**src/design/ccde_pkg.sv**
```systemverilog
// shared types, codes and constants of the character canvas draw engine
package ccde_pkg;

	localparam int DEF_COLS = 80;
	localparam int DEF_ROWS = 24;

	localparam int CHAR_W  = 8;
	localparam int POS_W   = 9;
	localparam int OP_W    = 4;
	localparam int LEN_W   = 8;
	// coordinates reach from -511 to 510 while walking a primitive
	localparam int COORD_W = 11;
	// longest run is a centered triangle row of 2*254+1 cells
	localparam int CNT_W   = 9;

	localparam logic [CHAR_W-1:0] RESET_BLANK = 8'd32;

	localparam logic [OP_W-1:0] OP_CLEAR  = 4'd0;
	localparam logic [OP_W-1:0] OP_POINT  = 4'd1;
	localparam logic [OP_W-1:0] OP_HLINE  = 4'd2;
	localparam logic [OP_W-1:0] OP_VLINE  = 4'd3;
	localparam logic [OP_W-1:0] OP_RECT   = 4'd4;
	localparam logic [OP_W-1:0] OP_FILL   = 4'd5;
	localparam logic [OP_W-1:0] OP_TRI_R  = 4'd6;
	localparam logic [OP_W-1:0] OP_TRI_C  = 4'd7;
	localparam logic [OP_W-1:0] OP_DIAG_R = 4'd8;
	localparam logic [OP_W-1:0] OP_DIAG_L = 4'd9;
	localparam logic [OP_W-1:0] OP_READ   = 4'd10;

	typedef logic [3:0] run_t;

	localparam run_t RUN_NONE   = 4'd0;
	localparam run_t RUN_POINT  = 4'd1;
	localparam run_t RUN_HLINE  = 4'd2;
	localparam run_t RUN_VLINE  = 4'd3;
	localparam run_t RUN_HTOP   = 4'd4;
	localparam run_t RUN_HBOT   = 4'd5;
	localparam run_t RUN_VLEFT  = 4'd6;
	localparam run_t RUN_VRIGHT = 4'd7;
	localparam run_t RUN_FILL   = 4'd8;
	localparam run_t RUN_TRI_R  = 4'd9;
	localparam run_t RUN_TRI_C  = 4'd10;
	localparam run_t RUN_DIAG_R = 4'd11;
	localparam run_t RUN_DIAG_L = 4'd12;

	typedef struct packed {
		logic capture;
		logic setup;
		logic step;
		logic outer_inc;
		logic outer_clr;
		logic sweep;
		logic sweep_init;
		logic rd_en;
		logic out_load;
		logic out_read;
		run_t run_sel;
	} cmd_t;

	typedef struct packed {
		logic run_empty;
		logic run_last;
		logic outer_end;
		logic sweep_last;
	} sts_t;

endpackage

```
**src/design/ccde_ctrl.sv**
```systemverilog
// command sequencer: walks each primitive as a list of cell runs
module ccde_ctrl
	import ccde_pkg::*;
(
	input  logic            clk,
	input  logic            arst_n,
	input  logic            in_valid,
	output logic            in_stall,
	input  logic [OP_W-1:0] op,
	input  logic            fill_enable,
	output logic            out_valid,
	input  logic            out_stall,
	output cmd_t            cmd,
	input  sts_t            sts
);

	localparam logic [2:0] S_INIT  = 3'd0;
	localparam logic [2:0] S_IDLE  = 3'd1;
	localparam logic [2:0] S_SETUP = 3'd2;
	localparam logic [2:0] S_RUN   = 3'd3;
	localparam logic [2:0] S_SWEEP = 3'd4;
	localparam logic [2:0] S_READ  = 3'd5;
	localparam logic [2:0] S_DONE  = 3'd6;

	logic [2:0]      state_q, state_d;
	run_t            run_q, run_d;
	logic [OP_W-1:0] op_q;
	logic            out_valid_q;
	logic            finish;
	logic            move_on;

	function automatic run_t first_run(input logic [OP_W-1:0] o, input logic f);
		run_t r;
		case (o)
			OP_POINT:  r = RUN_POINT;
			OP_HLINE:  r = RUN_HLINE;
			OP_VLINE:  r = RUN_VLINE;
			OP_RECT:   r = f ? RUN_FILL : RUN_HTOP;
			OP_FILL:   r = RUN_FILL;
			OP_TRI_R:  r = RUN_TRI_R;
			OP_TRI_C:  r = RUN_TRI_C;
			OP_DIAG_R: r = RUN_DIAG_R;
			OP_DIAG_L: r = RUN_DIAG_L;
			default:   r = RUN_NONE;
		endcase
		return r;
	endfunction

	// only the rectangle chains several runs
	function automatic run_t next_run(input logic [OP_W-1:0] o, input run_t cur);
		run_t r;
		case (cur)
			RUN_FILL:  r = (o == OP_RECT) ? RUN_HTOP : RUN_NONE;
			RUN_HTOP:  r = RUN_HBOT;
			RUN_HBOT:  r = RUN_VLEFT;
			RUN_VLEFT: r = RUN_VRIGHT;
			default:   r = RUN_NONE;
		endcase
		return r;
	endfunction

	function automatic logic is_outer(input run_t cur);
		return cur == RUN_FILL || cur == RUN_TRI_R || cur == RUN_TRI_C;
	endfunction

	assign in_stall  = state_q != S_IDLE;
	assign out_valid = out_valid_q;

	always_comb begin
		state_d     = state_q;
		run_d       = run_q;
		cmd         = '0;
		cmd.run_sel = run_q;
		finish      = 1'b0;
		move_on     = 1'b0;
		unique case (state_q)
			S_INIT: begin
				cmd.sweep      = 1'b1;
				cmd.sweep_init = 1'b1;
				if (sts.sweep_last) begin
					state_d = S_IDLE;
				end
			end
			S_IDLE: begin
				if (in_valid) begin
					cmd.capture = 1'b1;
					case (op)
						OP_CLEAR: state_d = S_SWEEP;
						OP_READ: begin
							run_d   = RUN_POINT;
							state_d = S_SETUP;
						end
						default: begin
							run_d   = first_run(op, fill_enable);
							state_d = (run_d == RUN_NONE) ? S_DONE : S_SETUP;
						end
					endcase
				end
			end
			S_SETUP: begin
				cmd.setup = 1'b1;
				if (op_q == OP_READ) begin
					state_d = S_READ;
				end else if (is_outer(run_q) && sts.outer_end) begin
					move_on = 1'b1;
				end else if (sts.run_empty) begin
					finish = 1'b1;
				end else begin
					state_d = S_RUN;
				end
			end
			S_RUN: begin
				cmd.step = 1'b1;
				if (sts.run_last) begin
					finish = 1'b1;
				end
			end
			S_SWEEP: begin
				cmd.sweep = 1'b1;
				if (sts.sweep_last) begin
					state_d = S_DONE;
				end
			end
			S_READ: begin
				cmd.rd_en = 1'b1;
				state_d   = S_DONE;
			end
			S_DONE: begin
				cmd.out_read = op_q == OP_READ;
				if (!out_valid_q || !out_stall) begin
					cmd.out_load = 1'b1;
					state_d      = S_IDLE;
				end
			end
			default: state_d = S_IDLE;
		endcase

		// end of one run: next row of an outer loop, or next run of the command
		if (finish) begin
			if (is_outer(run_q)) begin
				cmd.outer_inc = 1'b1;
				state_d       = S_SETUP;
			end else begin
				move_on = 1'b1;
			end
		end
		if (move_on) begin
			cmd.outer_clr = 1'b1;
			run_d         = next_run(op_q, run_q);
			state_d       = (run_d == RUN_NONE) ? S_DONE : S_SETUP;
		end
	end

	always_ff @(posedge clk or negedge arst_n) begin
		if (!arst_n) begin
			state_q     <= S_INIT;
			run_q       <= RUN_NONE;
			op_q        <= OP_CLEAR;
			out_valid_q <= 1'b0;
		end else begin
			state_q <= state_d;
			run_q   <= run_d;
			if (cmd.capture) begin
				op_q <= op;
			end
			if (cmd.out_load) begin
				out_valid_q <= 1'b1;
			end else if (out_valid_q && !out_stall) begin
				out_valid_q <= 1'b0;
			end
		end
	end

endmodule

```
**config.mk**
```make
export PLATFORM = sky130hd
export DESIGN_NAME = ccde_ctrl
export DESIGN_NICKNAME = d
export VERILOG_FILES = /design/src/design/ccde_pkg.sv /design/src/design/ccde_ctrl.sv
export SDC_FILE = /design/constraint.sdc
export NUM_CORES = 1
export LEC_CHECK = 0
export ABC_AREA = 0
export BUFFER_PORTS_ARGS = -buffer_cell sky130_fd_sc_hd__buf_4
export CAP_MARGIN = 30
export CORE_ASPECT_RATIO = 0.75
export CORE_MARGIN = 4
export CORE_UTILIZATION = 52
export CTS_BUF_LIST = sky130_fd_sc_hd__clkbuf_8
export CTS_CLUSTER_SIZE = 28
export DETAILED_ROUTE_END_ITERATION = 12
export PLACE_DENSITY = 0.81
export SYNTH_ARGS = -nofsm -noshare
export SYNTH_HDL_FRONTEND = slang
export SYNTH_SLANG_ARGS = --single-unit
```
**constraint.sdc**
```tcl
create_clock -name clk -period 2.25 [get_ports clk]
set_clock_uncertainty 0.15 [all_clocks]
set_input_delay 0 -clock clk [delete_from_list [all_inputs] [get_ports clk]]
set_output_delay 0 -clock clk [all_outputs]
set_load 0.01 [all_outputs]
```
# [Yosys cells after proc, flatten, opt, wreduce, memory -nomap -nowiden]
# Index checks and enable logic that the tools add are counted.
[op_classes] eq_ne=26 n_mux=50 n_reduce_logical=17
[ops] cell="$mux 3" count=13
[ops] cell="$pmux 4 s9" count=1
[ops] cell="$eq 4x3->1 const B" count=8
[ops] cell="$mux 4" count=8
[ops] cell="$eq 4x4->1 const B" count=7
[ops] cell="$mux 1" count=22
[ops] cell="$pmux 3 s7" count=1
[ops] cell="$logic_not 4->1" count=3
[ops] cell="$pmux 3 s4" count=1
[ops] cell="$eq 3x3->1 const B" count=3
[ops] cell="$eq 4x2->1 const B" count=2
[ops] cell="$pmux 4 s2" count=1
[ops] cell="$eq 3x2->1 const B" count=2
[ops] cell="$pmux 3 s2" count=1
[ops] cell="$reduce_bool 2->1" count=3
[ops] cell="$eq 4x1->1 const B" count=1
[ops] cell="$reduce_or 2->1" count=2
[ops] cell="$eq 3x1->1 const B" count=1
[ops] cell="$logic_not 3->1" count=1
[ops] cell="$logic_or 1x1->1" count=3
[ops] cell="$ne 3x1->1 const B" count=1
[ops] cell="$reduce_and 3->1" count=1
[ops] cell="$logic_and 1x1->1" count=2
[ops] cell="$logic_not 1->1" count=2
[ops] cell="3 further kinds" count=3
[word_totals] regBits=12 input_bits=13 wordCells=97

# [Longest topological paths before layout]
[depth] word_depth=13 mapped_depth=6 ltp_nobuf=5

# [Worst setup path before layout]
# OpenSTA, ideal clock, no wires.
[synth_timing] kind="reg-to-reg" from="register run_q[3]" to="register run_q[2]" arrival_ns=1.456 setup_slack_ns=0.520 path_stages_with_launch=6 path_buffers=0 cell_sequence="dfrtp_1 > nor2b_2 > and3_4 > o21a_4 > or2_4 > a211o_1"
[synth_between] elab_chain_len=11 word_cells_on_any_way=24 cone_classes="7 x eq/ne; 11 x mux; 6 x reduce/logical"
[synth_rtl] element="start, declared" line_no="ccde_ctrl.sv:26" source="run_t run_q, run_d;"
[synth_rtl] element="start signal, assigned" line_no="ccde_ctrl.sv:162" source="run_q <= run_d;"
[synth_rtl] element="$eq 4x4->1" line_no="ccde_ctrl.sv:63" source="return cur == RUN_FILL || cur == RUN_TRI_R || cur == RUN_TRI_C;"
[synth_rtl] element="$logic_or 1x1->1" line_no="ccde_ctrl.sv:63"
[synth_rtl] element="$logic_or 1x1->1 (*)" line_no="ccde_ctrl.sv:63"
[synth_rtl] element="$logic_and 1x1->1" line_no="ccde_ctrl.sv:104" source="end else if (is_outer(run_q) && sts.outer_end) begin"
[synth_rtl] element="$mux 1" line_no="ccde_ctrl.sv:104"
[synth_rtl] element="$mux 1" line_no="ccde_ctrl.sv:102" source="if (op_q == OP_READ) begin"
[synth_rtl] element="$mux 1" line_no="ccde_ctrl.sv:76" source="unique case (state_q)"
[synth_rtl] element="$mux 1" line_no="ccde_ctrl.sv:140" source="if (is_outer(run_q)) begin"
[synth_rtl] element="$mux 1 (*)" line_no="ccde_ctrl.sv:139" source="if (finish) begin"
[synth_rtl] element="net move_on" line_no="ccde_ctrl.sv:30" source="logic move_on;"
[synth_rtl] element="$ne 2x2->1 (no line) or $reduce_bool 2->1 (tied branches)"
[synth_rtl] element="$reduce_and 3->1 (no line)"
# Mark *: on every way through the listed nets, which the timed path passes. The rest lies on a longest branch. The select of a mux whose other input is x is not followed.
# A chain may end at the register's enable or synchronous reset.

==> flow_summary.json <==
{
  "internal_power_mw": 0.814,
  "placed_cells": 150,
  "worst_slew_pin_slew_ns": 0.601,
  "hold_class": "in2reg",
  "layout_common_cells": "buf_4 (28), dfrtp_1 (12), o21ai_0 (10)",
  "power.total_mw": 1.40,
  "cts_sinks": 12,
  "drive_gt1_share_pct": 33.3,
  "synthArstFlopShare_pct": 100,
  "gp_congestion": 0.804,
  "startpoint_type": "register",
  "max_freq_ghz": 0.521,
  "cts.clk_slew.worst_paths_ns": 0.05,
  "reg2reg_from": "run_q[3]",
  "avgViaCountPerCell": 5.81,
  "use_met2_pct": 37.8,
  "grt-ovfl-total": 0,
  "grt_start_max_net_pins": 14,
  "clk_latency_ns": 0.24,
  "postSynthRegisterBits": 12,
  "cp_max_fo": 12,
  "max-cap-violations": 0,
  "synth-edff-count": 0,
  "drc": 0,
  "maxSlewViolCount": 0,
  "reg2regPathDepth": 5,
  "dpl_worst_slack_ns": 0.408,
  "hold_viol": 0,
  "vias": 941,
  "die_area_um2": 2520,
  "die_h_um": 44.5,
  "grt_most_used_layer": "met2",
  "fin_crit_sh_pct": 85.3,
  "use_met3_pct": 7.00,
  "first_pass_iters": 4,
  "cts_made_buffers": 3,
  "tns_ns": 0,
  "syn_area_um2": 923,
  "slew_headroom_pct": 59.8,
  "grt_usage_pct": 22.1,
  "switching_share_pct": 41.9,
  "required_ns": 2.10,
  "final_cells": 162,
  "arrival_ns": 1.77,
  "fp.dieW_um": 56.7,
  "hold_slack_ns": 0.0736,
  "ant_nets": 0,
  "cts.htree.levels": 1,
  "grt_pass1_wl_mm": 4.18,
  "antenna_found_initial": 0,
  "grt_pass1_vias": 880,
  "crit_start": "state_q[2]",
  "ys_seq_area_share_pct": 32.5,
  "final_common_cell": "buf_4",
  "ir_worst_vdd_v": 0.000798,
  "synth_area_per_cell_um2": 8.55,
  "netlist_instances": 108,
  "rsz0062_at_grt": "no",
  "synth_ff_type": "dfrtp_1",
  "ys_warn_count": 0,
  "nets": 156,
  "wl_per_cell_um": 16.2,
  "status": "completed",
  "drtIter0Drc": 45,
  "regToRegSetupSlack_ns": 0.36,
  "fp.coreArea_um2": 1580,
  "n_antenna_cell": 0,
  "fillers": 109,
  "seqPwrFrac_pct": 33.9,
  "p_leak_nw": 0.579,
  "synth_nets": 121,
  "start_util_pct": 58.6,
  "p_clk_share_pct": 14.0,
  "post-cts-setup-buffers": 0,
  "crit-reg2reg-capture": "run_q[2]",
  "place.port_buffers": 28,
  "worst_slack_ns": 0.332,
  "endpoint_kind": "primary output",
  "dp_hpwl_mm": 1.86,
  "tritoncts": "done",
  "combPwrFrac_pct": 52.0,
  "pwr_density_cell_nw_per_um2": 1120,
  "switching_power_mw": 0.588,
  "clockBufferDepth": 2,
  "root_buffer": "clkbuf_8",
  "num_rows": 12,
  "grt_use_met1_pct": 27.1,
  "critPathKind": "reg2out",
  "area_growth_pct": 35.1,
  "ios": 29,
  "drt-total-wl_mm": 2.63,
  "fin_crit_ns": 1.92,
  "ys_types": 45,
  "worstSetupEndpoint": "cmd[9]",
  "setup_viol": 0
}
==> sequential cells by signal, indices dropped and copies added, names as in the netlist <==
signal,cells
op_q,4
out_valid,1
run_q,4
state_q,3
==> cells in the mapped netlist, types with 2 or more instances <==
| master | n | area [um2] |
|---|---|---|
| inv_1 | 6 | 22.5 |
| a21oi_1 | 8 | 40.0 |
| nor2_1 | 7 | 26.3 |
| nand2b_1 | 4 | 25.0 |
| mux2_2 | 4 | 45.0 |
| and3_4 | 2 | 22.5 |
| clkbuf_1 | 2 | 7.51 |
| buf_2 | 3 | 15.0 |
| nand2_1 | 6 | 22.5 |
| dfrtp_1 | 12 | 300 |
| o21ai_0 | 10 | 50.1 |
| nor3b_1 | 3 | 22.5 |
| nand2_2 | 2 | 12.5 |
| nor3_1 | 4 | 20.0 |
| nand3_1 | 4 | 20.0 |
| and3_1 | 2 | 12.5 |
==> worst min path at each step <==
stage | start | endpoint | slack, ns | depth (start not counted)
after floorplan | arst_n | op_q[0] | -0.45 | 0
after global placement | arst_n | run_q[3] | -0.30 | 1
after detailed placement | arst_n | run_q[3] | -0.30 | 1
after CTS | fill_enable | run_q[3] | 0.08 | 5
after global routing | in_valid | state_q[0] | 0.13 | 5
final | fill_enable | run_q[3] | 0.07 | 5
==> timing repair <==
| item | CTS | global route |
|---|---|---|
| hold endpoints to repair | 19 | 0 |
| hold buffers | 9 | 0 |
| gates resized for setup | 0 | 0 |
==> power by group through the flow <==
stage          combinational (mW)  clock, mW  sequential, mW
2_1_floorplan               0.508          0           0.404
3_3_place_gp                0.684          0           0.453
4_1_cts                     0.722      0.203           0.471
3_5_place_dp                0.706          0           0.470
6_report                    0.729      0.197           0.475
5_1_grt                     0.798      0.217           0.493
==> per-stage QoR <==
step	area, um2	utilization [%]
after CTS	1250	79.1
after global placement	1120	70.8
after detailed placement	1120	70.8
after global routing	1250	79.1
after floorplan	923	-
final	1250	79.1
==> routing by layer <==
layer | vias up | share of wire (%)
met5 | - | 0
met4 | 0 | 0.95
met3 | 5 | 5.7
met2 | 34 | 50
met1 | 440 | 43
li1 | 462 | -
==> worst max-delay path, cell delays in order, from the launching register on <==
cell and delay, ns:
dfrtp_1 0.48, nand4b_1 0.27, a21oi_1 0.42, or2_4 0.23, buf_4 0.12
==> layout make-up <==
type | instances | area, um2 | area share [%]
Clock buffer | 3 | 41.3 | 3.31
Inverter | 6 | 22.5 | 1.81
Multi-Input combinational cell | 83 | 557 | 44.6
Sequential cell | 12 | 300 | 24.1
Tap cell | 21 | 26.3 | 2.11
Timing Repair Buffer | 37 | 300 | 24.1
==> kinds of logic (layout without fill, tap and decap cells) <==
family	Yosys count	after routing	share of synthesized area (%)
DFF	12	12	32.5
buffers and inverters	13	46	7.18
and+or+nand+nor	46	46	31.0
muxes	4	4	4.88
AOI/OAI and AO/OA	33	33	24.4
(Power assumes the default switching activity.)
